`config.mk`:
```
export PLATFORM = sky130hd
export DESIGN_NAME = positional_list_insert_remove
export DESIGN_NICKNAME = d
export VERILOG_FILES = /design/src/plir_pkg.sv /design/src/plir_dp.sv /design/src/plir_ctrl.sv /design/src/positional_list_insert_remove.sv
export SDC_FILE = /design/constraint.sdc
export NUM_CORES = 2
export LEC_CHECK = 0
export BUFFER_PORTS_ARGS = -buffer_cell sky130_fd_sc_hd__buf_2
export CAP_MARGIN = 20
export CORE_ASPECT_RATIO = 1.75
export CORE_MARGIN = 5
export CORE_UTILIZATION = 40
export DETAILED_ROUTE_END_ITERATION = 12
export SETUP_SLACK_MARGIN = 0.2
export SYNTH_ARGS = -nofsm -noshare
export SYNTH_HDL_FRONTEND = slang
export SYNTH_SLANG_ARGS = --single-unit
```
`constraint.sdc`:
```
create_clock -name clk -period 53.5 [get_ports clk]
set_input_delay 5.35 -clock clk [delete_from_list [all_inputs] [get_ports clk]]
set_output_delay 5.35 -clock clk [all_outputs]
set_load 0.005 [all_outputs]
```
`src/plir_pkg.sv`:
```
// ----------------------------------------------------------------------------
// plir_pkg: shared types and codes for the positional list block
// Request and response payloads, command codes, status codes and the
// command/status bundles between the controller and the datapath.
// ----------------------------------------------------------------------------
package plir_pkg;

  // Default list capacity
  localparam int DEPTH_DEF = 64;

  // Fixed field widths
  localparam int CMD_W   = 3;
  localparam int POS_W   = 7;
  localparam int ITEM_W  = 12;
  localparam int STAT_W  = 2;
  localparam int COUNT_W = 7;

  // Command codes
  localparam logic [CMD_W-1:0] CMD_INS_FRONT = 3'd0;
  localparam logic [CMD_W-1:0] CMD_INS_BACK  = 3'd1;
  localparam logic [CMD_W-1:0] CMD_INS_AT    = 3'd2;
  localparam logic [CMD_W-1:0] CMD_REM_FRONT = 3'd3;
  localparam logic [CMD_W-1:0] CMD_REM_BACK  = 3'd4;
  localparam logic [CMD_W-1:0] CMD_REM_AT    = 3'd5;
  localparam logic [CMD_W-1:0] CMD_DUMP      = 3'd6;

  // Response status codes
  localparam logic [STAT_W-1:0] ST_OK         = 2'd0;
  localparam logic [STAT_W-1:0] ST_NOTHING    = 2'd1;
  localparam logic [STAT_W-1:0] ST_FULL       = 2'd2;
  localparam logic [STAT_W-1:0] ST_EMPTY_DUMP = 2'd3;

  // Request payload
  typedef struct packed {
    logic [CMD_W-1:0]  cmd;
    logic [POS_W-1:0]  position;
    logic [ITEM_W-1:0] item_id;
  } req_t;

  // Response payload
  typedef struct packed {
    logic [ITEM_W-1:0]  item_id_res;
    logic [STAT_W-1:0]  status;
    logic [COUNT_W-1:0] count;
    logic               last;
  } rsp_t;

  // Source of the response handle
  typedef enum logic [1:0] {
    SRC_ZERO  = 2'd0,
    SRC_TREE  = 2'd1,
    SRC_CELL0 = 2'd2
  } src_t;

  // Controller to datapath commands
  typedef struct packed {
    logic              ins;
    logic              rem;
    logic              rot;
    logic              tree_adv;
    logic              out_load;
    src_t              out_src;
    logic [STAT_W-1:0] status;
    logic              last;
  } dp_cmd_t;

  // Datapath to controller status
  typedef struct packed {
    logic full;
    logic empty;
    logic out_free;
  } dp_stat_t;

endpackage

```
`src/plir_dp.sv`:
```
// ----------------------------------------------------------------------------
// plir_dp: list datapath
// Chain of handle cells that shift on insert, remove and dump
// rotation, a registered select tree that pulls out the removed handle, the
// entry count and the response register.
// ----------------------------------------------------------------------------
module plir_dp #(
  parameter int DEPTH = plir_pkg::DEPTH_DEF,
  localparam int IDX_W = $clog2(DEPTH),
  localparam int CNT_W = $clog2(DEPTH + 1)
) (
  input  logic                     clk,
  input  logic                     rst,
  input  plir_pkg::dp_cmd_t        ctl,
  input  logic [IDX_W-1:0]         pos,
  input  logic [plir_pkg::ITEM_W-1:0] item,
  output plir_pkg::dp_stat_t       stat,
  output logic [CNT_W-1:0]         cnt,
  output logic                     rsp_valid,
  input  logic                     rsp_ready,
  output plir_pkg::rsp_t           rsp
);

  localparam int LEVELS = IDX_W;
  localparam int P      = 1 << LEVELS;

  logic [plir_pkg::ITEM_W-1:0] slot [DEPTH];
  logic [plir_pkg::ITEM_W-1:0] leaf [P];
  logic [plir_pkg::ITEM_W-1:0] node [1:P-1];
  logic [IDX_W-1:0]            last_idx;
  logic [CNT_W-1:0]            cnt_q;
  logic                        valid_q;
  plir_pkg::rsp_t              rsp_q;
  logic [plir_pkg::ITEM_W-1:0] sel_item;

  assign last_idx = IDX_W'(cnt_q - CNT_W'(1));

  // Cell chain: each cell looks at its neighbors, cell 0 and the command
  for (genvar i = 0; i < DEPTH; i++) begin : g_slot
    localparam logic [IDX_W-1:0] I_IDX = IDX_W'(i);
    always_ff @(posedge clk) begin
      if (ctl.ins) begin
        if (I_IDX == pos) begin
          slot[i] <= item;
        end else if (I_IDX > pos) begin
          slot[i] <= slot[(i > 0) ? i - 1 : 0];
        end
      end else if (ctl.rem) begin
        if (I_IDX >= pos && i < DEPTH - 1) begin
          slot[i] <= slot[(i < DEPTH - 1) ? i + 1 : i];
        end
      end else if (ctl.rot) begin
        if (I_IDX == last_idx) begin
          slot[i] <= slot[0];
        end else if (I_IDX < last_idx) begin
          slot[i] <= slot[(i < DEPTH - 1) ? i + 1 : i];
        end
      end
    end
  end

  // Select leaves: only the addressed cell passes
  for (genvar i = 0; i < P; i++) begin : g_leaf
    if (i < DEPTH) begin : g_used
      assign leaf[i] = (IDX_W'(i) == pos) ? slot[i] : '0;
    end else begin : g_pad
      assign leaf[i] = '0;
    end
  end

  // OR tree, one register per node, root at node 1
  for (genvar j = 1; j < P; j++) begin : g_node
    if (2 * j >= P) begin : g_low
      always_ff @(posedge clk) begin
        if (ctl.tree_adv) begin
          node[j] <= leaf[2 * j - P] | leaf[2 * j + 1 - P];
        end
      end
    end else begin : g_high
      always_ff @(posedge clk) begin
        if (ctl.tree_adv) begin
          node[j] <= node[2 * j] | node[2 * j + 1];
        end
      end
    end
  end

  // Entry count
  always_ff @(posedge clk) begin
    if (rst) begin
      cnt_q <= '0;
    end else if (ctl.ins) begin
      cnt_q <= cnt_q + CNT_W'(1);
    end else if (ctl.rem) begin
      cnt_q <= cnt_q - CNT_W'(1);
    end
  end

  // Response handle source
  always_comb begin
    case (ctl.out_src)
      plir_pkg::SRC_TREE:  sel_item = node[1];
      plir_pkg::SRC_CELL0: sel_item = slot[0];
      default:             sel_item = '0;
    endcase
  end

  // Response register
  always_ff @(posedge clk) begin
    if (rst) begin
      valid_q <= 1'b0;
    end else if (ctl.out_load) begin
      valid_q <= 1'b1;
    end else if (rsp_ready) begin
      valid_q <= 1'b0;
    end
  end

  always_ff @(posedge clk) begin
    if (ctl.out_load) begin
      rsp_q.item_id_res <= sel_item;
      rsp_q.status      <= ctl.status;
      rsp_q.count       <= plir_pkg::COUNT_W'(cnt_q);
      rsp_q.last        <= ctl.last;
    end
  end

  assign rsp_valid     = valid_q;
  assign rsp           = rsp_q;
  assign cnt           = cnt_q;
  assign stat.full     = (cnt_q == CNT_W'(DEPTH));
  assign stat.empty    = (cnt_q == '0);
  assign stat.out_free = !valid_q || rsp_ready;

`ifndef SYNTHESIS
  a_cnt_bound: assert property (@(posedge clk) disable iff (rst)
    cnt_q <= CNT_W'(DEPTH))
    else $error("entry count above capacity");
  a_ins_room: assert property (@(posedge clk) disable iff (rst)
    ctl.ins |-> !stat.full && !ctl.rem && !ctl.rot)
    else $error("insert into full list or mixed shift");
  a_rem_have: assert property (@(posedge clk) disable iff (rst)
    (ctl.rem || ctl.rot) |-> !stat.empty)
    else $error("remove or rotate on empty list");
  a_load_free: assert property (@(posedge clk) disable iff (rst)
    ctl.out_load |-> stat.out_free)
    else $error("response overwritten before taken");
`endif

endmodule

```
`src/plir_ctrl.sv`:
```
// ----------------------------------------------------------------------------
// plir_ctrl: list controller
// Decodes each request, clamps and checks positions, steps the datapath
// through shift, select-tree wait, response and dump streaming.
// ----------------------------------------------------------------------------
module plir_ctrl #(
  parameter int DEPTH = plir_pkg::DEPTH_DEF,
  localparam int IDX_W = $clog2(DEPTH),
  localparam int CNT_W = $clog2(DEPTH + 1)
) (
  input  logic               clk,
  input  logic               rst,
  input  logic               req_valid,
  output logic               req_ready,
  input  plir_pkg::req_t     req,
  input  logic [CNT_W-1:0]   cnt,
  input  plir_pkg::dp_stat_t stat,
  output plir_pkg::dp_cmd_t  ctl,
  output logic [IDX_W-1:0]   pos
);

  localparam int LEVELS = IDX_W;
  localparam int WAIT_W = (LEVELS > 1) ? $clog2(LEVELS) : 1;
  localparam int MW     = (CNT_W > plir_pkg::POS_W) ? CNT_W : plir_pkg::POS_W;

  typedef enum logic [3:0] {
    S_IDLE = 4'b0001,
    S_TREE = 4'b0010,
    S_EMIT = 4'b0100,
    S_DUMP = 4'b1000
  } state_t;

  state_t                      state, state_next;
  logic [WAIT_W-1:0]           wait_cnt, wait_next;
  logic [CNT_W-1:0]            remaining, remaining_next;
  logic [plir_pkg::STAT_W-1:0] status_q, status_next;
  plir_pkg::src_t              src_q, src_next;

  logic [MW-1:0]    pos_ext;
  logic [MW-1:0]    cnt_ext;
  logic [IDX_W-1:0] ins_pos;
  logic [IDX_W-1:0] rem_pos;
  logic             rem_err;

  // Position clamp and range check
  always_comb begin
    pos_ext = MW'(req.position);
    cnt_ext = MW'(cnt);
    case (req.cmd)
      plir_pkg::CMD_INS_FRONT: ins_pos = '0;
      plir_pkg::CMD_INS_BACK:  ins_pos = IDX_W'(cnt);
      default:                 ins_pos = (pos_ext > cnt_ext) ? IDX_W'(cnt)
                                                             : IDX_W'(req.position);
    endcase
    case (req.cmd)
      plir_pkg::CMD_REM_FRONT: rem_pos = '0;
      plir_pkg::CMD_REM_BACK:  rem_pos = IDX_W'(cnt - CNT_W'(1));
      default:                 rem_pos = IDX_W'(req.position);
    endcase
    rem_err = stat.empty || (req.cmd == plir_pkg::CMD_REM_AT && pos_ext >= cnt_ext);
  end

  // Next state and datapath commands
  always_comb begin
    state_next     = state;
    wait_next      = wait_cnt;
    remaining_next = remaining;
    status_next    = status_q;
    src_next       = src_q;
    ctl            = '0;
    pos            = '0;
    req_ready      = (state == S_IDLE);
    unique case (state)
      S_IDLE: begin
        if (req_valid) begin
          unique case (req.cmd) inside
            plir_pkg::CMD_INS_FRONT, plir_pkg::CMD_INS_BACK, plir_pkg::CMD_INS_AT: begin
              src_next   = plir_pkg::SRC_ZERO;
              state_next = S_EMIT;
              if (stat.full) begin
                status_next = plir_pkg::ST_FULL;
              end else begin
                status_next = plir_pkg::ST_OK;
                ctl.ins     = 1'b1;
                pos         = ins_pos;
              end
            end
            plir_pkg::CMD_REM_FRONT, plir_pkg::CMD_REM_BACK, plir_pkg::CMD_REM_AT: begin
              if (rem_err) begin
                status_next = plir_pkg::ST_NOTHING;
                src_next    = plir_pkg::SRC_ZERO;
                state_next  = S_EMIT;
              end else begin
                status_next  = plir_pkg::ST_OK;
                src_next     = plir_pkg::SRC_TREE;
                ctl.rem      = 1'b1;
                ctl.tree_adv = 1'b1;
                pos          = rem_pos;
                wait_next    = WAIT_W'(LEVELS - 1);
                state_next   = S_TREE;
              end
            end
            plir_pkg::CMD_DUMP: begin
              if (stat.empty) begin
                status_next = plir_pkg::ST_EMPTY_DUMP;
                src_next    = plir_pkg::SRC_ZERO;
                state_next  = S_EMIT;
              end else begin
                remaining_next = cnt;
                state_next     = S_DUMP;
              end
            end
            default: begin
              state_next = S_IDLE;
            end
          endcase
        end
      end
      S_TREE: begin
        // Root of the select tree settles once every level has advanced
        if (wait_cnt == '0) begin
          state_next = S_EMIT;
        end else begin
          ctl.tree_adv = 1'b1;
          wait_next    = wait_cnt - WAIT_W'(1);
        end
      end
      S_EMIT: begin
        ctl.out_src = src_q;
        ctl.status  = status_q;
        ctl.last    = 1'b1;
        if (stat.out_free) begin
          ctl.out_load = 1'b1;
          state_next   = S_IDLE;
        end
      end
      S_DUMP: begin
        // Stream the front cell and rotate the list by one per response
        ctl.out_src = plir_pkg::SRC_CELL0;
        ctl.status  = plir_pkg::ST_OK;
        ctl.last    = (remaining == CNT_W'(1));
        if (stat.out_free) begin
          ctl.out_load   = 1'b1;
          ctl.rot        = 1'b1;
          remaining_next = remaining - CNT_W'(1);
          if (remaining == CNT_W'(1)) begin
            state_next = S_IDLE;
          end
        end
      end
      default: begin
        state_next = S_IDLE;
      end
    endcase
  end

  // Control registers
  always_ff @(posedge clk) begin
    if (rst) begin
      state     <= S_IDLE;
      wait_cnt  <= '0;
      remaining <= '0;
      status_q  <= plir_pkg::ST_OK;
      src_q     <= plir_pkg::SRC_ZERO;
    end else begin
      state     <= state_next;
      wait_cnt  <= wait_next;
      remaining <= remaining_next;
      status_q  <= status_next;
      src_q     <= src_next;
    end
  end

`ifndef SYNTHESIS
  a_dump_nonzero: assert property (@(posedge clk) disable iff (rst)
    state == S_DUMP |-> remaining != '0)
    else $error("dump running with nothing left");
  a_dump_start: assert property (@(posedge clk) disable iff (rst)
    (state == S_IDLE && req_valid && req.cmd == plir_pkg::CMD_DUMP && !stat.empty)
      |=> (state == S_DUMP && remaining == $past(cnt)))
    else $error("dump did not start with full count");
  a_tree_hold: assert property (@(posedge clk) disable iff (rst)
    (state == S_TREE && wait_cnt == '0) |-> !ctl.tree_adv)
    else $error("select tree moved after settling");
`endif

endmodule

```
`src/positional_list_insert_remove.sv`:
```
// Insert, remove-error and full-list requests: response loaded in the emit state.
// Remove that succeeds: response loaded once the registered select tree,
//   which pulls the handle out of the chain, has settled.
// Dump: one entry per cycle from the front cell while responses are taken.
// One request at a time; a new one is taken once the response is loaded.
// Reset empties the list (count 0); stored handles are not cleared.
// ----------------------------------------------------------------------------
// positional_list_insert_remove: bounded ordered list of item handles
// Insert and remove at front, back or position, and in-order dump, built as a
// controller and a shifting cell-chain datapath.
// ----------------------------------------------------------------------------
module positional_list_insert_remove #(
  parameter int DEPTH = plir_pkg::DEPTH_DEF
) (
  input  logic           clk,
  input  logic           rst,
  input  logic           req_valid,
  output logic           req_ready,
  input  plir_pkg::req_t req,
  output logic           rsp_valid,
  input  logic           rsp_ready,
  output plir_pkg::rsp_t rsp
);

  localparam int IDX_W = $clog2(DEPTH);
  localparam int CNT_W = $clog2(DEPTH + 1);

  plir_pkg::dp_cmd_t  ctl;
  plir_pkg::dp_stat_t stat;
  logic [IDX_W-1:0]   pos;
  logic [CNT_W-1:0]   cnt;

  plir_ctrl #(
    .DEPTH(DEPTH)
  ) u_ctrl (
    .clk       (clk),
    .rst       (rst),
    .req_valid (req_valid),
    .req_ready (req_ready),
    .req       (req),
    .cnt       (cnt),
    .stat      (stat),
    .ctl       (ctl),
    .pos       (pos)
  );

  plir_dp #(
    .DEPTH(DEPTH)
  ) u_dp (
    .clk       (clk),
    .rst       (rst),
    .ctl       (ctl),
    .pos       (pos),
    .item      (req.item_id),
    .stat      (stat),
    .cnt       (cnt),
    .rsp_valid (rsp_valid),
    .rsp_ready (rsp_ready),
    .rsp       (rsp)
  );

endmodule
```
==> metrics.md <==
| Metric | Value |
|---|---|
| Status | finished, final reports clean |
| Weighted congestion reported at the end of routability-driven placement | 1.07 |
| Final core utilization | 44.4% |
| Leakage component of the power | about 30 nW |
| Cell Count Post-Placement | 8932 |
| Clock root buffer | sky130_fd_sc_hd__clkbuf_16 |
| FF-to-FF setup slack | between 40 and 50 ns |
| Vias per inst | between 6 and 7 |
| Wire length reported by the detailed router | about 350000 um |
| Portion of the post-synthesis area used by sequential elements | about 60% |
| 1st-iter DRT viols | 9801 |
| Count of nets after finishing | 6552 |
| Largest fanout of any net on the critical path | 80 |
| Required time worst endpoint | 53.97 ns |
| Number of clock buffers inserted by TritonCTS | between 150 and 200 |
| Setup TNS | 0 ns |
| Max Transition Viols Final | 0 |
| Transition time at the pin with the least slew margin | approximately 1.3 ns |
| Yosys top cell area share | 59.1% |
| Largest cells by area after synthesis | sky130_fd_sc_hd__edfxtp_1 (59%), sky130_fd_sc_hd__a22o_1 (5.3%), sky130_fd_sc_hd__nand2_1 (3.2%), sky130_fd_sc_hd__mux2i_1 (3.1%), sky130_fd_sc_hd__or2_2 (3.0%) |
| Synthesized area | 78500 sq um |
| First-pass GRT wire length | 483000 um |
| Period Utilization, post-route | 19.3% |
| Top cells by count, synth | sky130_fd_sc_hd__edfxtp_1 (1546), sky130_fd_sc_hd__nand2_1 (670), sky130_fd_sc_hd__a22o_1 (477) |
| Count of unique library cells instantiated by Yosys | 120 |
| Register bit count reported by yosys | about 1600 |
| Number of antenna violations at the first check in global routing | 30 |
| X dimension of the die | 345 um |
| Critical path arrival | between 10 and 15 ns |
| Async S/R FF share, synth | 0% |
| Gate count after technology mapping | 6618 |
| Number of hold buffers added after cts | 0 |
| Initial cell density of the core | 40.1% |
| Mapped Avg Cell Area | 11.9 sq um |
| Final Non-Filler Cells | ~9000 |
| Most numerous cell in the Yosys netlist | sky130_fd_sc_hd__edfxtp_1 |
| Routed length per placed instance | 38.1 um |
| Post-synthesis cell type with the largest combined area | sky130_fd_sc_hd__edfxtp_1 |
| First-pass iteration count of the detailed router | 10 |
| I/O Pins | 50 |
| Proportion of layout cells with a drive suffix above 1 | a little under a fifth |
| Max Buffers Root-to-Sink | 4 |
| Type of element capturing the critical path | register |
| Die Outline Area | around 200000 sq um |
| Number of gates resized after cts | 0 |
| Number of global-route vias before repair | roughly 62000 |
| Number of nets with antenna violations after detailed routing | 0 |
| Final number of hold-violating endpoints | 0 |
| Maximum capacitance violations | 0 |
| Global-route usage over all layers | 33.2% |
| Layout Area Growth over Synthesis | 10.6% |
| Largest vdd supply drop | 26.0 uV |
| Clock Skews | 0.0442 ns |
| Most used flip-flop cell after synthesis | sky130_fd_sc_hd__edfxtp_1 |
| Warnings, synthesis | 0 |
| Clock sink total | 1571 |
| Final HPWL DP | 249000 um |
| IO Port Bufs | 49 |
| Sort of element at the start of the critical path | input pin |
| Post-synth EDFFs | 1546 |
| Kind of critical path | in2reg |
| Y dimension of the die | 596 um |
| Remaining global-route overflow | 0 |
| Clk pin slew, worst setup/hold paths | approximately 0.06 ns |
| Clock latency on the worst-skew pair | 0.86 ns |
| Number of setup violations in the final report | 0 |
| CTS tree | done |
| Setup repair after global routing missed its margin | false |
| Post-CTS setup repair buffer count | 0 |
| Final instance area | 86900 sq um |
| Timing-limited maximum frequency | 0.0970 GHz |
| Post-place instance area | 81800 sq um |
| Routed vias | 63700 |
| Pin count of the biggest net entering global routing | 182 |
| Power density of the placed cells | ~37 nW/um^2 |
| DRC violation count after routing | 0 |
| Number of H-tree branching levels | 4 |
| Row count | 215 |
| Hold crit path type | reg2reg |
| Slew margin rel. | around 14% |
| Post-synthesis net count | 6662 |
| Final Critical Period | 10.31 ns |
| Total core area | about 200000 sq um |
## path summary, 6_finish.rpt
kind,from,depth (start not counted),endpoint
worst max-delay path,req[14],11,u_dp.node[1][268]
worst min-delay path,u_ctrl.wait_cnt[0],1,u_ctrl.wait_cnt[0]
worst max register to register,u_dp.cnt[2],11,u_dp.node[1][268]
worst min register to register,u_ctrl.wait_cnt[0],1,u_ctrl.wait_cnt[0]
## power breakdown
part / internal, mW / switching (mW)
Combinational: 0.148 / 0.372
Clock: 0.610 / 0.499
Sequential: 1.48 / 0.0961
Total: 2.23 / 0.967
## logic make-up (layout without fill, tap and decap cells)
| group | after synthesis | in the layout | synth area share (%) |
|---|---|---|---|
| DFF | 1571 | 1571 | 59.8 |
| and+or+nand+nor | 1945 | 1945 | 12.0 |
| adders and majority gates | 18 | 18 | 0.287 |
| buffers and inverters | 663 | 661 | 3.56 |
| muxes | 262 | 262 | 3.37 |
| xor gates and xnor gates | 11 | 11 | 0.142 |
| AOI/OAI and AO/OA | 2148 | 2148 | 20.9 |
| other | 0 | 19 | 0 |
## per-layer routing
metal	vias up	share of wire, %	GRT usage [%]
met1	31300	31	35.2
met4	16	12	30.9
met5	-	0.030	0
li1	25800	-	-
met3	1714	9.8	7.62
met2	4819	47	54.2
## flip-flops by register name, summed over array words and instances (netlist names)
register,flops
u_ctrl.remaining,7
u_ctrl.src_q,1
u_ctrl.state,4
u_ctrl.status_q,2
u_ctrl.wait_cnt,3
u_dp.cnt,7
u_dp.node,756
u_dp.rsp,22
u_dp.rsp_valid,1
u_dp.slot,768
## placed cells by master, fill, tap and decap left out, types with 68 or more instances in the layout
master                      count
sky130_fd_sc_hd__edfxtp_1    1546
sky130_fd_sc_hd__nand2_1      669
sky130_fd_sc_hd__a22o_1       477
sky130_fd_sc_hd__nor2_1       396
sky130_fd_sc_hd__or2_2        378
sky130_fd_sc_hd__buf_4        274
sky130_fd_sc_hd__a21oi_1      258
sky130_fd_sc_hd__mux2i_1      241
sky130_fd_sc_hd__o21ai_0      226
sky130_fd_sc_hd__o22ai_1      189
sky130_fd_sc_hd__a22oi_1      189
sky130_fd_sc_hd__clkbuf_16    163
sky130_fd_sc_hd__nor3_1       159
sky130_fd_sc_hd__a221o_1      119
sky130_fd_sc_hd__a31oi_1      106
sky130_fd_sc_hd__nand3_1      102
sky130_fd_sc_hd__a222oi_1      92
sky130_fd_sc_hd__o221a_2       87
sky130_fd_sc_hd__o211ai_1      68
## critical path: stages
cell	delay (ns)
sky130_fd_sc_hd__buf_2	0.12
sky130_fd_sc_hd__ha_1	0.36
sky130_fd_sc_hd__a21oi_1	0.22
sky130_fd_sc_hd__o21ai_1	0.20
sky130_fd_sc_hd__a21oi_2	0.48
sky130_fd_sc_hd__nand2_1	0.21
sky130_fd_sc_hd__a211o_4	0.53
sky130_fd_sc_hd__nand2_4	0.71
sky130_fd_sc_hd__buf_4	0.63
sky130_fd_sc_hd__buf_4	0.85
sky130_fd_sc_hd__buf_4	0.86
## through the flow
step                      hold slack (ns)  setup WS [ns]  total power, mW
after detailed placement            0.455          42.44             2.08
after global placement              0.454          42.53             2.07
final                               0.473          43.19             3.20
after CTS                           0.466          43.32             3.17
after floorplan                     0.403          28.62             1.87
after global routing                0.492          42.97             3.26
## layout make-up
type / instances / area (sq um)
clock buffers: 197 / 4240
well taps: 2604 / 3260
inverters: 57 / 214
flip-flops and latches: 1571 / 46900
clock inverters: 71 / 641
fillers: 18100 / 109000
repair buffers: 336 / 2450
multi-input cells: 4384 / 29100
diodes: 19 / 47.5
No activity file was read; power rests on OpenSTA's default activity.
